<file path="src/rtl/fdg_pkg.sv">
`default_nettype none
package fdg_pkg;

    localparam int unsigned DUTY_W  = 7;
    localparam int unsigned COUNT_W = 17;
    localparam int unsigned TICK_W  = 16;
    localparam int unsigned OP_W    = 2;

    localparam logic [DUTY_W-1:0]  DUTY_MAX   = 7'd100;
    localparam logic [COUNT_W-1:0] COUNT_MAX  = 17'h1FFFF;
    localparam logic [DUTY_W-1:0]  RAISE_STEP = 7'd2;

    // item kinds
    localparam logic [OP_W-1:0] OP_DUTY  = 2'd0;
    localparam logic [OP_W-1:0] OP_TICK  = 2'd1;
    localparam logic [OP_W-1:0] OP_RAISE = 2'd2;

    // register indexes
    localparam logic [2:0] REG_MIN_DUTY        = 3'd0;
    localparam logic [2:0] REG_START_DUTY      = 3'd1;
    localparam logic [2:0] REG_ZERO_FAN_ENABLE = 3'd2;
    localparam logic [2:0] REG_INHIBIT_TICKS   = 3'd3;
    localparam logic [2:0] REG_ADJUST_INTERVAL = 3'd4;

    // register reset values
    localparam logic [DUTY_W-1:0] MIN_DUTY_RST        = 7'd30;
    localparam logic [DUTY_W-1:0] START_DUTY_RST      = 7'd50;
    localparam logic [TICK_W-1:0] INHIBIT_TICKS_RST   = 16'd120;
    localparam logic [TICK_W-1:0] ADJUST_INTERVAL_RST = 16'd10;

    typedef struct packed {
        logic [DUTY_W-1:0] min_duty;
        logic [DUTY_W-1:0] start_duty;
        logic              zero_fan_enable;
        logic [TICK_W-1:0] inhibit_ticks;
        logic [TICK_W-1:0] adjust_interval;
    } cfg_t;

    typedef struct packed {
        logic              min_raised;
        logic [DUTY_W-1:0] effective_min;
        logic              fan_stopped;
        logic [DUTY_W-1:0] duty_out;
    } res_t;

    function automatic logic [DUTY_W-1:0] clamp_duty(input logic [DUTY_W:0] v);
        logic [DUTY_W-1:0] r;
        if (v > {1'b0, DUTY_MAX}) begin
            r = DUTY_MAX;
        end else begin
            r = v[DUTY_W-1:0];
        end
        return r;
    endfunction

endpackage
`default_nettype wire

</file>
<file path="src/rtl/fdg_cfg_regs.sv">
`default_nettype none
module fdg_cfg_regs (
    input  wire logic                aclk,
    input  wire logic                aresetn,
    input  wire logic                psel,
    input  wire logic                penable,
    input  wire logic                pwrite,
    input  wire logic [4:0]          paddr,
    input  wire logic [31:0]         pwdata,
    output logic      [31:0]         prdata,
    output logic                     pready,
    output fdg_pkg::cfg_t            cfg
);

    fdg_pkg::cfg_t cfg_reg;
    fdg_pkg::cfg_t cfg_next;
    logic [2:0]    reg_idx;
    logic          wr_en;

    assign pready  = 1'b1;
    assign reg_idx = paddr[4:2];
    assign wr_en   = psel && penable && pwrite && pready;

    always_comb begin
        cfg_next = cfg_reg;
        if (wr_en) begin
            unique case (reg_idx)
                fdg_pkg::REG_MIN_DUTY:        cfg_next.min_duty        = pwdata[6:0];
                fdg_pkg::REG_START_DUTY:      cfg_next.start_duty      = pwdata[6:0];
                fdg_pkg::REG_ZERO_FAN_ENABLE: cfg_next.zero_fan_enable = pwdata[0];
                fdg_pkg::REG_INHIBIT_TICKS:   cfg_next.inhibit_ticks   = pwdata[15:0];
                fdg_pkg::REG_ADJUST_INTERVAL: cfg_next.adjust_interval = pwdata[15:0];
                default: ;
            endcase
        end
    end

    always_ff @(posedge aclk) begin
        if (!aresetn) begin
            cfg_reg.min_duty        <= fdg_pkg::MIN_DUTY_RST;
            cfg_reg.start_duty      <= fdg_pkg::START_DUTY_RST;
            cfg_reg.zero_fan_enable <= 1'b0;
            cfg_reg.inhibit_ticks   <= fdg_pkg::INHIBIT_TICKS_RST;
            cfg_reg.adjust_interval <= fdg_pkg::ADJUST_INTERVAL_RST;
        end else begin
            cfg_reg <= cfg_next;
        end
    end

    always_comb begin
        unique case (reg_idx)
            fdg_pkg::REG_MIN_DUTY:        prdata = {25'd0, cfg_reg.min_duty};
            fdg_pkg::REG_START_DUTY:      prdata = {25'd0, cfg_reg.start_duty};
            fdg_pkg::REG_ZERO_FAN_ENABLE: prdata = {31'd0, cfg_reg.zero_fan_enable};
            fdg_pkg::REG_INHIBIT_TICKS:   prdata = {16'd0, cfg_reg.inhibit_ticks};
            fdg_pkg::REG_ADJUST_INTERVAL: prdata = {16'd0, cfg_reg.adjust_interval};
            default:                      prdata = 32'd0;
        endcase
    end

    assign cfg = cfg_reg;

endmodule
`default_nettype wire

</file>
<file path="src/rtl/fdg_core.sv">
`default_nettype none
module fdg_core (
    input  wire logic                         aclk,
    input  wire logic                         aresetn,
    input  wire fdg_pkg::cfg_t                cfg,
    input  wire logic                         step,
    input  wire logic [fdg_pkg::OP_W-1:0]     op,
    input  wire logic [fdg_pkg::DUTY_W-1:0]   duty_req,
    output fdg_pkg::res_t                     res
);

    logic                          stopped_reg, stopped_next;
    logic [fdg_pkg::DUTY_W-1:0]    applied_reg, applied_next;
    logic [fdg_pkg::COUNT_W-1:0]   tss_reg, tss_next;
    logic [fdg_pkg::COUNT_W-1:0]   tsr_reg, tsr_next;
    logic [fdg_pkg::DUTY_W-1:0]    offset_reg, offset_next;
    logic [fdg_pkg::DUTY_W-1:0]    min_now;
    logic                          raised;
    logic                          kick;

    assign min_now = fdg_pkg::clamp_duty({1'b0, cfg.min_duty} + {1'b0, offset_reg});

    always_comb begin
        stopped_next = stopped_reg;
        applied_next = applied_reg;
        tss_next     = tss_reg;
        tsr_next     = tsr_reg;
        offset_next  = offset_reg;
        raised       = 1'b0;
        kick         = 1'b0;
        unique case (op)
            fdg_pkg::OP_DUTY: begin
                if (duty_req < min_now) begin
                    // stop only once the post-kick inhibit window has run out
                    if (cfg.zero_fan_enable && (tss_reg > {1'b0, cfg.inhibit_ticks})) begin
                        applied_next = duty_req;
                        stopped_next = 1'b1;
                    end else begin
                        applied_next = min_now;
                    end
                end else if (stopped_reg) begin
                    kick         = 1'b1;
                    stopped_next = 1'b0;
                    tss_next     = '0;
                    applied_next = fdg_pkg::clamp_duty({1'b0, cfg.start_duty});
                end else begin
                    applied_next = fdg_pkg::clamp_duty({1'b0, duty_req});
                end
            end
            fdg_pkg::OP_TICK: begin
                if (tss_reg != fdg_pkg::COUNT_MAX) tss_next = tss_reg + 1'b1;
                if (tsr_reg != fdg_pkg::COUNT_MAX) tsr_next = tsr_reg + 1'b1;
            end
            fdg_pkg::OP_RAISE: begin
                if (tsr_reg > {1'b0, cfg.adjust_interval}) begin
                    raised      = 1'b1;
                    tsr_next    = '0;
                    offset_next = fdg_pkg::clamp_duty({1'b0, offset_reg}
                                                      + {1'b0, fdg_pkg::RAISE_STEP});
                end
            end
            default: ;
        endcase
    end

    assign res.duty_out      = applied_next;
    assign res.fan_stopped   = stopped_next;
    assign res.effective_min = fdg_pkg::clamp_duty({1'b0, cfg.min_duty} + {1'b0, offset_next});
    assign res.min_raised    = raised;

    always_ff @(posedge aclk) begin
        if (!aresetn) begin
            stopped_reg <= 1'b0;
            applied_reg <= '0;
            tss_reg     <= fdg_pkg::COUNT_MAX;
            tsr_reg     <= fdg_pkg::COUNT_MAX;
            offset_reg  <= '0;
        end else if (step) begin
            stopped_reg <= stopped_next;
            applied_reg <= applied_next;
            tss_reg     <= tss_next;
            tsr_reg     <= tsr_next;
            offset_reg  <= offset_next;
        end
    end

    a_offset_bounded: assert property (@(posedge aclk) disable iff (!aresetn)
        offset_reg <= fdg_pkg::DUTY_MAX)
        else $error("min offset above full duty");

    a_applied_bounded: assert property (@(posedge aclk) disable iff (!aresetn)
        applied_reg <= fdg_pkg::DUTY_MAX)
        else $error("applied duty above full duty");

    a_raise_restarts: assert property (@(posedge aclk) disable iff (!aresetn)
        step && raised |=> tsr_reg == '0)
        else $error("raise did not restart interval counter");

    a_kick_restarts: assert property (@(posedge aclk) disable iff (!aresetn)
        step && kick |=> tss_reg == '0 && !stopped_reg)
        else $error("kick-start did not restart inhibit counter");

    a_raise_only_on_adjust: assert property (@(posedge aclk) disable iff (!aresetn)
        raised |-> op == fdg_pkg::OP_RAISE)
        else $error("raise flagged on non-adjust item");

endmodule
`default_nettype wire

</file>
<file path="src/rtl/fan_duty_governor.sv">
`default_nettype none
// channel   | dir | handshake          | payload
// ----------+-----+--------------------+---------------------------------------------
// s_        | in  | s_tvalid/s_tready  | tuser: operation; tdata: duty_request
// m_        | out | m_tvalid/m_tready  | tdata: duty_out, fan_stopped, effective_min,
//           |     |                    |        min_raised
// apb       | in  | psel/penable       | 5 registers at byte address 4*index
//
// one beat per cycle sustained while m_tready is high; an input beat goes through the input
// register, then the result register, with the governor logic between them
// state counters and offset update in the cycle the item moves into the result register
// a stalled result register holds its beat; the input register keeps taking beats
// as long as the result register drains or is empty
// reset (synchronous, aresetn low) empties both stages and restores register defaults
module fan_duty_governor (
    input  wire logic        aclk,
    input  wire logic        aresetn,
    // input stream
    input  wire logic        s_tvalid,
    output logic             s_tready,
    input  wire logic [7:0]  s_tdata,   // [6:0] duty_request, [7] zero
    input  wire logic [1:0]  s_tuser,   // [1:0] operation
    // result stream
    output logic             m_tvalid,
    input  wire logic        m_tready,
    output logic [15:0]      m_tdata,   // [6:0] duty_out, [7] fan_stopped,
                                        // [14:8] effective_min, [15] min_raised
    // configuration
    input  wire logic        psel,
    input  wire logic        penable,
    input  wire logic        pwrite,
    input  wire logic [4:0]  paddr,
    input  wire logic [31:0] pwdata,
    output logic      [31:0] prdata,
    output logic             pready
);

    fdg_pkg::cfg_t cfg;
    fdg_pkg::res_t res;

    // input stage
    logic                        in_valid_reg;
    logic [fdg_pkg::OP_W-1:0]    in_op_reg;
    logic [fdg_pkg::DUTY_W-1:0]  in_req_reg;

    // result stage
    logic                        out_valid_reg;
    fdg_pkg::res_t               out_res_reg;

    // item moves from input stage into result stage
    logic                        advance;
    logic                        s_beat;

    assign advance  = in_valid_reg && (!out_valid_reg || m_tready);
    assign s_tready = !in_valid_reg || advance;
    assign s_beat   = s_tvalid && s_tready;

    fdg_cfg_regs u_cfg (
        .aclk    (aclk),
        .aresetn (aresetn),
        .psel    (psel),
        .penable (penable),
        .pwrite  (pwrite),
        .paddr   (paddr),
        .pwdata  (pwdata),
        .prdata  (prdata),
        .pready  (pready),
        .cfg     (cfg)
    );

    fdg_core u_core (
        .aclk     (aclk),
        .aresetn  (aresetn),
        .cfg      (cfg),
        .step     (advance),
        .op       (in_op_reg),
        .duty_req (in_req_reg),
        .res      (res)
    );

    // input register control
    always_ff @(posedge aclk) begin
        if (!aresetn) begin
            in_valid_reg <= 1'b0;
        end else if (s_tready) begin
            in_valid_reg <= s_tvalid;
        end
    end

    // payload needs no reset
    always_ff @(posedge aclk) begin
        if (s_beat) begin
            in_op_reg  <= s_tuser;
            in_req_reg <= s_tdata[6:0];
        end
    end

    // result register control
    always_ff @(posedge aclk) begin
        if (!aresetn) begin
            out_valid_reg <= 1'b0;
        end else if (advance) begin
            out_valid_reg <= 1'b1;
        end else if (m_tready) begin
            out_valid_reg <= 1'b0;
        end
    end

    always_ff @(posedge aclk) begin
        if (advance) begin
            out_res_reg <= res;
        end
    end

    assign m_tvalid = out_valid_reg;
    assign m_tdata  = out_res_reg;

endmodule
`default_nettype wire
</file>
<file path="config.mk">
export PLATFORM = sky130hd
export DESIGN_NAME = fan_duty_governor
export DESIGN_NICKNAME = d
export VERILOG_FILES = /design/src/rtl/fdg_pkg.sv /design/src/rtl/fdg_cfg_regs.sv /design/src/rtl/fdg_core.sv /design/src/rtl/fan_duty_governor.sv
export SDC_FILE = /design/constraint.sdc
export NUM_CORES = 1
export LEC_CHECK = 0
export ABC_AREA = 1
export BUFFER_PORTS_ARGS = -buffer_cell sky130_fd_sc_hd__buf_2
export CORE_MARGIN = 8
export CORE_UTILIZATION = 35
export DETAILED_ROUTE_END_ITERATION = 6
export PLACE_DENSITY_LB_ADDON = 0.12
export SETUP_SLACK_MARGIN = 0.5
export SLEW_MARGIN = 40
export SYNTH_ARGS = -nofsm -noshare
export SYNTH_HDL_FRONTEND = slang
export SYNTH_HIERARCHICAL = 1
export SYNTH_SLANG_ARGS = --single-unit
</file>
<file path="constraint.sdc">
create_clock -name aclk -period 8.6 [get_ports aclk]
set_input_delay 0.86 -clock aclk [delete_from_list [all_inputs] [get_ports aclk]]
set_output_delay 0.86 -clock aclk [all_outputs]
set_load 0.01 [all_outputs]
</file>
==> flow_metrics.env, run 1 <==
export IMPL_route_detailed_vias_per_inst=4.71
export IMPL_drt_pass1_iterations=4
export IMPL_power_switching_fraction_pct=29.7
export IMPL_worst_slew_margin_relative_to_its_limit_pct=44.9
export IMPL_power_sequential_fraction_pct=39.6
export IMPL_critical_path_buf_inv_count=3
export IMPL_cts_resized=0
export IMPL_post_route_cells_drive_above_1_share_pct=13.1
export IMPL_post_dp_hpwl_microns=16400
export IMPL_tritoncts_num_buffers=17
export IMPL_synth_cell_types=49
export IMPL_areaGrowthSynthToFinish_pct=13.4
export IMPL_crit_reg2reg_capture="m_tdata[10]$_DFFE_PP_"
export IMPL_largest_register_ffs=47
export IMPL_dpl_cell_count=1470
export IMPL_globalRouteTotalUtil_pct=15.7
export IMPL_ys_seq_area_share_pct=34.0
export IMPL_grt_start_max_net_pins=51
export IMPL_fin_setup_tns_ns=0
export IMPL_power_internal_mw=1.15
export IMPL_drcViolationCount=0
export IMPL_stdcell_area_sq_mm=0.00905
export IMPL_critPathKind="flop to flop"
export IMPL_max_clock_freq_mhz=236
export IMPL_clock_sinks=123
export IMPL_synthesis_area_sq_mm=0.00798
export IMPL_final_period_utilization_pct=49.3
export IMPL_comb_pwr_share_pct=18.3
export IMPL_worstHoldEndpoint="u_cfg/cfg[19]$_SDFFE_PN1P_"
export IMPL_cts_stage_hold_buffer_count=0
export IMPL_asyncSetResetFlopFracSynth_pct=0
export IMPL_die_area_sq_mm=0.0279
export IMPL_number_of_buffer_cells_added_on_primary_ports=68
export IMPL_max_cap_violations=0
export IMPL_syn_inst=1145
export IMPL_number_of_diodes=0
export IMPL_fin_nets=1317
export IMPL_timing_final_max_slew_violations=0
export IMPL_cts_root_buf="sky130_fd_sc_hd__clkbuf_16"
export IMPL_fin_worst_skew_ns=0.00899
export IMPL_run_status="completed"
export IMPL_drt_wirelength_per_cell_microns=14.5
export IMPL_reg2reg_from="u_cfg/cfg[15]$_SDFFE_PN0P_"
export IMPL_io_pins=105
export IMPL_yosys_warnings=6
export IMPL_synth_avg_cell_area_sq_um=6.97
export IMPL_clock_power_share_pct=42.2
export IMPL_synth_main_ff_cell="sky130_fd_sc_hd__dfxtp_1"
export IMPL_drt_wl_total_microns=21800
export IMPL_placementRows=55
export IMPL_worst_margin_pin_slew_ns=0.823
export IMPL_cts_tree="done"
export IMPL_maximum_buffer_depth_of_the_clock_tree=2
export IMPL_post_synthesis_sequential_element_count=123
export IMPL_vias_in_the_first_global_route=6842
export IMPL_setup_violations_final=0
export IMPL_netlist_top_cell_by_area="sky130_fd_sc_hd__dfxtp_1"
export IMPL_core_region_area_sq_mm=0.0225
export IMPL_top_cell_family_by_delay_on_the_critical_path="simple AND/OR/NAND/NOR gates"
export IMPL_timing_critical_path_required_ns=8.76
export IMPL_cts_htree_levels=4
export IMPL_ant_nets=0
export IMPL_timing_critical_path_to_type="flop"
export IMPL_global_route_overflow_total=0
export IMPL_crit_path_top_delay_cell="sky130_fd_sc_hd__fa_1"
export IMPL_first_pass_grt_wire_length_microns=35500
export IMPL_hold_path_startpoint="u_cfg/cfg[19]$_SDFFE_PN1P_"
export IMPL_detailedRoute_firstIterationViolations=370
export IMPL_vdd_ir_drop_worst_mv=0.103
export IMPL_hold_violations=0
export IMPL_timing_hold_worst_path_depth=2
export IMPL_crit_path_cell_trace="inv_1 > ha_1 > nand2_1 > nor2_1 > nand4_1 > inv_1 > nand3_1 > o211ai_1 > nand3_1 > inv_1 > a21oi_1 > ha_1 > fa_1 > a21oi_1 > o21bai_1 > a21oi_1 > o21ai_0 > xnor2_1 > nor2_1 > nand2_1 > nand2_1 > or2_2"
export IMPL_die_h_microns=167
export IMPL_yosys_area_top_type_share_pct=24.6
export IMPL_route_vias_total=7079
export IMPL_ranking_of_synthesized_cells_by_area="sky130_fd_sc_hd__dfxtp_1 (25%), sky130_fd_sc_hd__nand2_1 (14%), sky130_fd_sc_hd__edfxtp_1 (9.4%), sky130_fd_sc_hd__ha_1 (8.9%), sky130_fd_sc_hd__nor2_1 (6.9%)"
export IMPL_critPathArrivalTime_ns=4.41
export IMPL_final_period_minus_worst_setup_slack_ns=4.24
export IMPL_total_switching_power_uw=486
export IMPL_power_per_unit_of_standard_cell_area_mw_per_mm2=181
export IMPL_crit_fanout=13
export IMPL_cp_slowest_stage_delay_ns=0.40
export IMPL_die_width_microns=167
export IMPL_reg2reg_depth=22
export IMPL_cts_setup_buffers=0
export IMPL_synth_edf_count=25
export IMPL_rsz0062_at_grt="no"
export IMPL_reg2reg_setup_slack_ns=4.36
export IMPL_clkSlewWorstSetupHoldPaths_ns=0.06
export IMPL_placer_congestion_estimate=0.816
export IMPL_clock_insertion_delay_worst_skew_ns=0.42
export IMPL_post_dp_cell_area_sq_mm=0.00849
export IMPL_min_delay_path_class="flop to flop"
export IMPL_antenna_violations_before_repair=0
export IMPL_setup_worst_path_start_class="flop"
export IMPL_power_static_leakage_nw=4.51
export IMPL_final_cell_count_no_fill=1502
export IMPL_starting_density_of_the_core_pct=35.5
==> worst max-delay path by stage <==
stage / to / startpoint / slack, ns / cells past startpoint
5_1_grt: m_tdata[10]$_DFFE_PP_ / u_cfg/cfg[13]$_SDFFE_PN0P_ / 3.97 / 22
2_1_floorplan: m_tdata[10]$_DFFE_PP_ / u_cfg/cfg[14]$_SDFFE_PN0P_ / 4.97 / 23
3_5_place_dp: m_tdata[10]$_DFFE_PP_ / u_cfg/cfg[15]$_SDFFE_PN0P_ / 4.35 / 22
3_3_place_gp: m_tdata[10]$_DFFE_PP_ / u_cfg/cfg[14]$_SDFFE_PN0P_ / 4.38 / 22
4_1_cts: m_tdata[10]$_DFFE_PP_ / u_cfg/cfg[15]$_SDFFE_PN0P_ / 4.33 / 22
6_report: m_tdata[10]$_DFFE_PP_ / u_cfg/cfg[15]$_SDFFE_PN0P_ / 4.36 / 22
==> stage by stage <==
| stage | util [%] | setup WS [ns] | hold slack (ns) | total power [mW] |
|---|---|---|---|---|
| after floorplan | - | 4.97 | 0.450 | 0.883 |
| after global placement | 37.7 | 4.38 | 0.472 | 0.958 |
| after detailed placement | 37.7 | 4.35 | 0.481 | 0.960 |
| after CTS | 40.2 | 4.33 | 0.491 | 1.66 |
| after global routing | 40.2 | 3.97 | 0.525 | 1.73 |
| final | 40.2 | 4.36 | 0.484 | 1.64 |
==> layer usage <==
| metal | part of all wire, % | track usage (%) | up-vias |
|---|---|---|---|
| met1 | 51 | 21.3 | 3187 |
| met2 | 45 | 25.2 | 96 |
| met5 | 0 | 0 | - |
| met4 | 0.60 | 3.49 | 0 |
| met3 | 3.4 | 3.45 | 6 |
| li1 | - | - | 3790 |
==> power by group through the flow <==
stage	Sequential, mW	Clock [mW]	Combinational (mW)
final	0.648	0.691	0.299
after global routing	0.652	0.735	0.343
after CTS	0.648	0.712	0.301
after detailed placement	0.660	0	0.300
after global placement	0.660	0	0.298
after floorplan	0.655	0	0.228
==> worst register-to-register path, stage by stage, from the launching register on <==
cell and delay (ns):
sky130_fd_sc_hd__dfxtp_1 0.35, sky130_fd_sc_hd__inv_1 0.07, sky130_fd_sc_hd__ha_1 0.30, sky130_fd_sc_hd__nand2_1 0.07, sky130_fd_sc_hd__nor2_1 0.13, sky130_fd_sc_hd__nand4_1 0.09
sky130_fd_sc_hd__inv_1 0.08, sky130_fd_sc_hd__nand3_1 0.07, sky130_fd_sc_hd__o211ai_1 0.16, sky130_fd_sc_hd__nand3_1 0.24, sky130_fd_sc_hd__inv_1 0.38, sky130_fd_sc_hd__a21oi_1 0.15
sky130_fd_sc_hd__ha_1 0.24, sky130_fd_sc_hd__fa_1 0.40, sky130_fd_sc_hd__a21oi_1 0.14, sky130_fd_sc_hd__o21bai_1 0.10, sky130_fd_sc_hd__a21oi_1 0.14, sky130_fd_sc_hd__o21ai_0 0.11
sky130_fd_sc_hd__xnor2_1 0.22, sky130_fd_sc_hd__nor2_1 0.07, sky130_fd_sc_hd__nand2_1 0.08, sky130_fd_sc_hd__nand2_1 0.11, sky130_fd_sc_hd__or2_2 0.31
==> area by class of cell <==
class | instances | area, sq um
tap | 285 | 357
inverter | 154 | 578
sequential | 123 | 2710
clock buffer | 20 | 437
multi-input combinational | 835 | 4470
fill | 2426 | 13500
timing repair buffer | 73 | 378
clock inverter | 12 | 124
==> synthesized netlist by cell type, types with 14 or more instances <==
library cell                 n
sky130_fd_sc_hd__a21oi_1    40
sky130_fd_sc_hd__buf_4      21
sky130_fd_sc_hd__clkbuf_1   14
sky130_fd_sc_hd__dfxtp_1    98
sky130_fd_sc_hd__edfxtp_1   25
sky130_fd_sc_hd__ha_1       57
sky130_fd_sc_hd__inv_1     146
sky130_fd_sc_hd__nand2_1   288
sky130_fd_sc_hd__nand2_2    14
sky130_fd_sc_hd__nand3_1    96
sky130_fd_sc_hd__nand4_1    33
sky130_fd_sc_hd__nor2_1    147
sky130_fd_sc_hd__o21ai_0    45
sky130_fd_sc_hd__xor2_1     19
==> cells in the final DEF, fill, tap and decap left out, drive strengths merged, types with 3 or more instances in the layout <==
cell type	count
a32o	4
xor2	19
a21oi	41
nand4	33
o21ai	50
o211ai	9
xnor2	5
edfxtp	25
conb	17
nor4	4
ha	57
nor2	153
buf	73
o21bai	3
clkinv	8
dfxtp	98
nor3	9
inv	154
clkbuf	20
nand2	304
nand3b	3
or2	3
nand3	108
==> logic make-up (layout without fill, tap and decap cells) <==
family | count (synthesis) | after routing | share of synthesized area [%]
buf+inv | 202 | 259 | 10.9
other cells | 2 | 17 | 0.0941
simple gates | 619 | 619 | 34.4
xor+xnor | 24 | 24 | 2.63
compound gates | 116 | 116 | 8.59
flops | 123 | 123 | 34.0
fa+ha+maj | 59 | 59 | 9.44
No activity file was read; power rests on OpenSTA's default activity.
==> inputs of run 2 (changes only) <==
ABC_AREA = 0   (was 1)
clock period = 3.9 ns   (was 8.6 ns; I/O delays follow)
==> run 2 against run 1 <==
Net effect:
- the flow now finishes with violations (negative setup slack)
- largest cell class unchanged
- sequential cell count unchanged
- critical path depth decreased by 7
- first-iteration DRC count decreased by 5.9%
- wire length increased by 7.0%
- total power increased by 110%
==> flow_metrics.env, run 2 <==
export IMPL_core_region_area_sq_mm=0.0219
export IMPL_final_period_utilization_pct=114
export IMPL_worst_margin_pin_slew_ns=0.808
export IMPL_clock_insertion_delay_worst_skew_ns=0.43
export IMPL_final_util_pct=47.0
export IMPL_post_route_cells_drive_above_1_share_pct=30.4
export IMPL_route_vias_total=7127
export IMPL_asyncSetResetFlopFracSynth_pct=0
export IMPL_placer_congestion_estimate=0.819
export IMPL_ant_nets=0
export IMPL_number_of_buffer_cells_added_on_primary_ports=68
export IMPL_hold_violations=0
export IMPL_antenna_violations_before_repair=0
export IMPL_fill_cells=2132
export IMPL_max_cap_violations=0
export IMPL_setup_worst_path_start_class="flop"
export IMPL_tritoncts_num_buffers=17
export IMPL_grt_start_max_net_pins=46
export IMPL_timing_critical_path_to_type="flop"
export IMPL_io_pins=105
export IMPL_worst_path_most_repeated_cell="sky130_fd_sc_hd__or4_4"
export IMPL_die_width_microns=166
export IMPL_crit_path_top_delay_cell="sky130_fd_sc_hd__or4_4"
export IMPL_cts_htree_levels=4
export IMPL_timing_final_ws_setup_ns=-0.530
export IMPL_route_detailed_vias_per_inst=5.21
export IMPL_vias_in_the_first_global_route=6984
export IMPL_timing_final_max_slew_violations=0
export IMPL_ranking_of_synthesized_cells_by_area="sky130_fd_sc_hd__dfxtp_1 (25%), sky130_fd_sc_hd__edfxtp_1 (9.6%), sky130_fd_sc_hd__ha_1 (9.1%), sky130_fd_sc_hd__mux2i_1 (5.7%), sky130_fd_sc_hd__nand2_1 (5.6%)"
export IMPL_cp_slowest_stage_delay_ns=0.46
export IMPL_multi_input_comb_area_sq_mm=0.00509
export IMPL_yosys_warnings=6
export IMPL_maximum_buffer_depth_of_the_clock_tree=2
export IMPL_worst_slew_margin_relative_to_its_limit_pct=46.1
export IMPL_post_synth_most_frequent_cells="sky130_fd_sc_hd__nand2_1 (118), sky130_fd_sc_hd__dfxtp_1 (98), sky130_fd_sc_hd__ha_1 (57), sky130_fd_sc_hd__inv_1 (52), sky130_fd_sc_hd__nor2_1 (46)"
export IMPL_layout_commonest_cell="sky130_fd_sc_hd__buf_4"
export IMPL_critPathKind="flop to flop"
export IMPL_syn_inst=901
export IMPL_detailedRoute_firstIterationViolations=348
export IMPL_ys_seq_area_share_pct=34.6
export IMPL_run_status="finished, violations left"
export IMPL_synth_edf_count=25
export IMPL_synth_main_ff_cell="sky130_fd_sc_hd__dfxtp_1"
export IMPL_area_sequential_sq_mm=0.00273
export IMPL_drt_pass1_iterations=5
export IMPL_critical_path_buf_inv_count=0
export IMPL_rsz0062_at_grt="yes"
export IMPL_drt_wl_total_microns=23300
export IMPL_synthMostInstantiatedCell="sky130_fd_sc_hd__nand2_1"
export IMPL_vdd_ir_drop_worst_mv=0.262
export IMPL_top_cell_family_by_delay_on_the_critical_path="simple AND/OR/NAND/NOR gates"
export IMPL_global_route_overflow_total=0
export IMPL_drt_wirelength_per_cell_microns=17.0
export IMPL_final_cell_count_no_fill=1367
export IMPL_synthesis_area_sq_mm=0.00784
export IMPL_critPathArrivalTime_ns=4.61
export IMPL_yosys_area_top_type_share_pct=25.0
export IMPL_post_synthesis_sequential_element_count=123
export IMPL_crit_fanout=5
export IMPL_max_clock_freq_mhz=226
export IMPL_crit_path_cell_trace="ha_4 > fa_2 > a211oi_4 > o31ai_4 > or3_4 > nor4_4 > nor3_2 > ha_1 > nand3_2 > or4_4 > or4_4 > nand3_4 > mux2_4 > a221oi_4 > o21ai_1"
export IMPL_post_dp_hpwl_microns=17000
export IMPL_min_delay_path_class="primary input to flop"
export IMPL_cts_root_buf="sky130_fd_sc_hd__clkbuf_16"
export IMPL_timing_critical_path_required_ns=4.07
export IMPL_placementRows=54
export IMPL_reg2reg_setup_slack_ns=-0.53
export IMPL_number_of_diodes=0
export IMPL_final_period_minus_worst_setup_slack_ns=4.43
export IMPL_netlist_top_cell_by_area="sky130_fd_sc_hd__dfxtp_1"
export IMPL_most_common_layout_cells="sky130_fd_sc_hd__buf_4 (122), sky130_fd_sc_hd__nand2_1 (117), sky130_fd_sc_hd__dfxtp_1 (89)"
export IMPL_fin_nets=1187
export IMPL_cts_stage_hold_buffer_count=0
export IMPL_die_h_microns=166
export IMPL_synth_avg_cell_area_sq_um=8.70
export IMPL_violations_in_the_final_reports="negative setup slack"
export IMPL_clock_sinks=123
export IMPL_die_area_sq_mm=0.0275
export IMPL_setup_violations_final=33
export IMPL_dpl_cell_count=1307
export IMPL_cts_tree="done"
export IMPL_drcViolationCount=0
export IMPL_clkSlewWorstSetupHoldPaths_ns=0.07
export IMPL_largest_register_ffs=47
export IMPL_globalRouteTotalUtil_pct=16.6
export IMPL_synth_cell_types=84
export IMPL_power_static_leakage_nw=4.35
export IMPL_fin_worst_skew_ns=0.0142
export IMPL_first_pass_grt_wire_length_microns=37100
export IMPL_power_per_unit_of_standard_cell_area_mw_per_mm2=331
export IMPL_areaGrowthSynthToFinish_pct=31.2
export IMPL_starting_density_of_the_core_pct=35.8
==> run 2: changes by cell type in the layout (fill, tap and decap cells not counted), moves of 14 or more <==
cell / previous run / this run
sky130_fd_sc_hd__nand2_1: 288 / 117
sky130_fd_sc_hd__and3_1: 1 / 16
sky130_fd_sc_hd__nand4_1: 33 / 10
sky130_fd_sc_hd__a21o_1: 1 / 18
sky130_fd_sc_hd__nor2_1: 144 / 43
sky130_fd_sc_hd__mux2i_1: 0 / 43
sky130_fd_sc_hd__o21ai_0: 45 / 25
sky130_fd_sc_hd__inv_1: 146 / 50
sky130_fd_sc_hd__nand3_1: 96 / 25
sky130_fd_sc_hd__o211ai_1: 9 / 27
sky130_fd_sc_hd__nand2_2: 14 / 0
sky130_fd_sc_hd__a21oi_1: 39 / 20
sky130_fd_sc_hd__o21ai_1: 3 / 24
sky130_fd_sc_hd__buf_4: 5 / 122
==> run 2: repair_timing <==
action	CTS	global route
pin swaps	41	20
setup endpoints to repair	40	40
gates cloned	2	0
buffers inserted	20	6
resized for setup	42	25
==> run 2: per-layer routing <==
layer	wire [microns]	up-vias	share of wire, %	track usage, %
met2	10600	161	45	26.3
li1	-	3613	-	-
met5	0	-	0	0
met1	11200	3317	48	21.9
met3	1180	36	5.1	3.90
met4	366	0	1.6	5.02
==> run 2: area by class of cell <==
cell class	instances	area share (%)
Multi-Input combinational cell	679	49.5
Tap cell	280	3.40
Clock buffer	17	4.13
Timing Repair Buffer	201	13.6
Clock inverter	15	0.997
Sequential cell	123	26.5
Inverter	52	1.90
==> run 2: final timing paths <==
| kind | from | end | cells past startpoint |
|---|---|---|---|
| setup / recovery | u_core/offset_reg[0]$_SDFFE_PN0P_ | m_tdata[4]$_DFFE_PP_ | 15 |
| hold reg to reg | u_cfg/cfg[31]$_SDFFE_PN0P_ | u_cfg/cfg[31]$_SDFFE_PN0P_ | 2 |
| hold / removal | s_tdata[5] | in_req_reg[5]$_DFFE_PP_ | 1 |
| setup reg to reg | u_core/offset_reg[0]$_SDFFE_PN0P_ | m_tdata[4]$_DFFE_PP_ | 15 |
==> run 2: power by group <==
group,leakage (nW),switching [mW],internal [mW]
registers,1.04,0.0419,1.35
logic,3.05,0.313,0.259
clock network,0.264,0.642,0.808
==> run 2: cells by family (layout without fill, tap and decap cells) <==
group	after synthesis	in the layout	synth area share, %
other cells	2	17	0.0958
buf+inv	116	285	7.08
fa+ha+maj	60	60	9.73
flops	123	123	34.6
xor+xnor	22	22	2.46
mux	47	47	6.03
simple gates	302	302	19.5
compound gates	229	231	20.5
==> run 2: metrics by stage <==
stage | cell area, sq um | hold slack (ns) | total power [mW] | setup TNS, ns | setup slack, ns
final | 10300 | 0.129 | 3.41 | -13.06 | -0.530
after global routing | 10300 | 0.107 | 3.56 | -19.64 | -0.693
after CTS | 10100 | 0.117 | 3.42 | -9.92 | -0.426
after detailed placement | 9200 | 0.467 | 1.93 | -11.70 | -0.476
after global placement | 9200 | 0.461 | 1.92 | -8.43 | -0.360
after floorplan | 8060 | 0.441 | 1.76 | -0.858 | -0.270
==> run 2: worst register-to-register path, stage by stage, from the launching register on <==
cell and delay [ns]:
sky130_fd_sc_hd__dfxtp_2 0.34, sky130_fd_sc_hd__ha_4 0.16, sky130_fd_sc_hd__fa_2 0.44, sky130_fd_sc_hd__a211oi_4 0.32, sky130_fd_sc_hd__o31ai_4 0.10, sky130_fd_sc_hd__or3_4 0.34, sky130_fd_sc_hd__nor4_4 0.25, sky130_fd_sc_hd__nor3_2 0.07
sky130_fd_sc_hd__ha_1 0.31, sky130_fd_sc_hd__nand3_2 0.09, sky130_fd_sc_hd__or4_4 0.43, sky130_fd_sc_hd__or4_4 0.46, sky130_fd_sc_hd__nand3_4 0.13, sky130_fd_sc_hd__mux2_4 0.33, sky130_fd_sc_hd__a221oi_4 0.31, sky130_fd_sc_hd__o21ai_1 0.09
==> inputs of run 3 (changes only) <==
CORE_ASPECT_RATIO = 1.25   (was unset)
==> run 3 against run 2 <==
Net effect:
- utilization is 0.30 points lower
- total power up 10%
- wire length hardly changed
- final cell count about the same
- register-to-register slack better by 0.15 ns
- sequential power is essentially flat
- the flow still finishes with violations (negative setup slack)
- die area is 0.11% higher
- first-iteration DRC count is 5.7% higher
- count of clock-buffer cells in the layout is 2 higher
- largest cell class unchanged
==> flow_metrics.env, run 3 (same netlist as run 2, synthesis figures left out) <==
export IMPL_die_h_microns=183
export IMPL_worst_margin_pin_slew_ns=0.830
export IMPL_vias_in_the_first_global_route=7102
export IMPL_hold_slack_ns=0.141
export IMPL_violations_in_the_final_reports="negative setup slack"
export IMPL_worst_slew_margin_relative_to_its_limit_pct=44.6
export IMPL_fin_nets=1183
export IMPL_timing_critical_path_to_type="flop"
export IMPL_power_switching_fraction_pct=25.5
export IMPL_clock_insertion_delay_worst_skew_ns=0.42
export IMPL_reg2reg_depth=15
export IMPL_power_static_leakage_nw=4.36
export IMPL_number_of_buffer_cells_added_on_primary_ports=68
export IMPL_dp_worst_setup_slack_ns=-0.417
export IMPL_post_route_cells_drive_above_1_share_pct=29.7
export IMPL_core_region_area_sq_mm=0.0221
export IMPL_stdcell_area_sq_mm=0.0103
export IMPL_drcViolationCount=0
export IMPL_fin_worst_skew_ns=0.0105
export IMPL_reg2reg_setup_slack_ns=-0.38
export IMPL_final_period_minus_worst_setup_slack_ns=4.28
export IMPL_reg2reg_from="u_cfg/cfg[40]$_SDFFE_PN0P_"
export IMPL_max_clock_freq_mhz=234
export IMPL_drt_wirelength_per_cell_microns=17.0
export IMPL_starting_density_of_the_core_pct=35.4
export IMPL_drt_wl_total_microns=23300
export IMPL_crit_fanout=5
export IMPL_route_vias_total=7175
export IMPL_rsz0062_at_grt="yes"
export IMPL_clock_power_share_pct=48.0
export IMPL_io_pins=105
export IMPL_timing_critical_path_required_ns=4.07
export IMPL_die_area_sq_mm=0.0275
export IMPL_global_route_overflow_total=0
export IMPL_setup_crit_start="u_cfg/cfg[40]$_SDFFE_PN0P_"
export IMPL_max_cap_violations=0
export IMPL_critPathArrivalTime_ns=4.45
export IMPL_most_common_layout_cells="sky130_fd_sc_hd__buf_4 (120), sky130_fd_sc_hd__nand2_1 (117), sky130_fd_sc_hd__dfxtp_1 (85)"
export IMPL_grt_start_max_net_pins=47
export IMPL_detailedRoute_firstIterationViolations=368
export IMPL_placer_congestion_estimate=0.860
export IMPL_power_sequential_fraction_pct=36.9
export IMPL_critPathKind="flop to flop"
export IMPL_timing_final_ws_setup_ns=-0.378
export IMPL_antenna_violations_before_repair=0
export IMPL_placementRows=61
export IMPL_cts_htree_levels=4
export IMPL_area_sequential_sq_mm=0.00273
export IMPL_final_period_utilization_pct=110
export IMPL_globalRouteTotalUtil_pct=17.0
export IMPL_timing_final_max_slew_violations=0
export IMPL_clock_sinks=123
export IMPL_first_pass_grt_wire_length_microns=36800
export IMPL_areaGrowthSynthToFinish_pct=31.8
export IMPL_cts_root_buf="sky130_fd_sc_hd__clkbuf_16"
export IMPL_hold_violations=0
export IMPL_drt_pass1_iterations=5
export IMPL_vdd_ir_drop_worst_mv=0.301
export IMPL_number_of_diodes=0
export IMPL_ant_nets=0
export IMPL_route_detailed_vias_per_inst=5.25
export IMPL_tritoncts_num_buffers=17
export IMPL_post_dp_cell_area_sq_mm=0.00926
export IMPL_cts_tree="done"
export IMPL_multi_input_comb_area_sq_mm=0.00504
export IMPL_clkSlewWorstSetupHoldPaths_ns=0.06
export IMPL_power_per_unit_of_standard_cell_area_mw_per_mm2=363
export IMPL_total_switching_power_uw=955
export IMPL_layout_commonest_cell="sky130_fd_sc_hd__buf_4"
export IMPL_run_status="finished, violations left"
export IMPL_die_width_microns=150
export IMPL_setup_violations_final=31
export IMPL_power_internal_mw=2.80
export IMPL_crit_reg2reg_capture="m_tdata[4]$_DFFE_PP_"
export IMPL_fill_cells=2212
export IMPL_post_dp_hpwl_microns=17500
export IMPL_largest_register_ffs=47
export IMPL_comb_pwr_share_pct=15.1
export IMPL_cp_endpoint="m_tdata[4]$_DFFE_PP_"
export IMPL_min_delay_path_class="primary input to flop"
export IMPL_maximum_buffer_depth_of_the_clock_tree=2
export IMPL_setup_worst_path_start_class="flop"
export IMPL_final_util_pct=46.7
==> run 3: per-stage QoR <==
step                TNS [ns]  instances  total power, mW
floorplan             -0.858        916             1.76
global placement       -9.32       1316             1.93
detailed placement    -10.24       1316             1.94
CTS                    -6.99       1359             3.77
global route          -13.69       1366             3.92
finish                 -6.61       1366             3.75
==> run 3: power by group through the flow <==
stage                     Clock, mW  Sequential [mW]  Combinational [mW]
after floorplan                   0             1.41               0.351
after global placement            0             1.41               0.520
after detailed placement          0             1.41               0.525
after CTS                      1.83             1.39               0.550
after global routing           1.90             1.39               0.630
final                          1.80             1.38               0.568
==> run 3: worst min-delay path by stage <==
stage	start	endpoint	slack [ns]	depth (start not counted)
after floorplan	u_cfg/cfg[2]$_SDFFE_PN0P_	u_cfg/cfg[2]$_SDFFE_PN0P_	0.44	2
after global placement	u_core/applied_reg[0]$_SDFFE_PN0P_	u_core/applied_reg[0]$_SDFFE_PN0P_	0.46	2
after detailed placement	u_core/applied_reg[0]$_SDFFE_PN0P_	u_core/applied_reg[0]$_SDFFE_PN0P_	0.47	2
after CTS	s_tdata[5]	in_req_reg[5]$_DFFE_PP_	0.12	1
after global routing	s_tdata[5]	in_req_reg[5]$_DFFE_PP_	0.12	1
final	s_tdata[5]	in_req_reg[5]$_DFFE_PP_	0.14	1
==> run 3: routing by layer <==
metal  global-route usage, %  up-vias  part of all wire, %
li1                        -     3606                    -
met1                    20.3     3390                   44
met2                    29.0      148                   49
met3                    3.55       31                  4.5
met4                    6.89        0                  2.3
met5                       0        -                    0
==> run 3: repair_timing <==
| item | 4_1_cts | 5_1_grt |
|---|---|---|
| pin swaps | 27 | 26 |
| setup endpoints to repair | 40 | 40 |
| endpoints found under the hold margin | 0 | 0 |
| resized for setup | 31 | 29 |
| buffers inserted | 9 | 7 |
| cloned | 2 | 0 |
| hold buffers | 0 | 0 |
==> run 3: worst max-delay path, stage by stage (launching register included) <==
cell,delay (ns)
sky130_fd_sc_hd__dfxtp_2,0.33
sky130_fd_sc_hd__ha_4,0.16
sky130_fd_sc_hd__fa_2,0.39
sky130_fd_sc_hd__a211oi_2,0.26
sky130_fd_sc_hd__o31ai_2,0.13
sky130_fd_sc_hd__or3_4,0.35
sky130_fd_sc_hd__nor4_4,0.25
sky130_fd_sc_hd__nor3_2,0.08
sky130_fd_sc_hd__ha_1,0.32
sky130_fd_sc_hd__nand3_2,0.09
sky130_fd_sc_hd__or4_1,0.39
sky130_fd_sc_hd__or4_4,0.45
sky130_fd_sc_hd__nand3_4,0.12
sky130_fd_sc_hd__mux2_4,0.34
sky130_fd_sc_hd__a221oi_4,0.29
sky130_fd_sc_hd__o21ai_1,0.08
==> run 3: final cells by class <==
| type | instances | share of cell area (%) |
|---|---|---|
| Tap cell | 283 | 3.42 |
| Clock buffer | 19 | 4.19 |
| Timing Repair Buffer | 197 | 13.2 |
| Clock inverter | 13 | 2.15 |
| Inverter | 52 | 1.89 |
| Multi-Input combinational cell | 679 | 48.8 |
| Sequential cell | 123 | 26.4 |
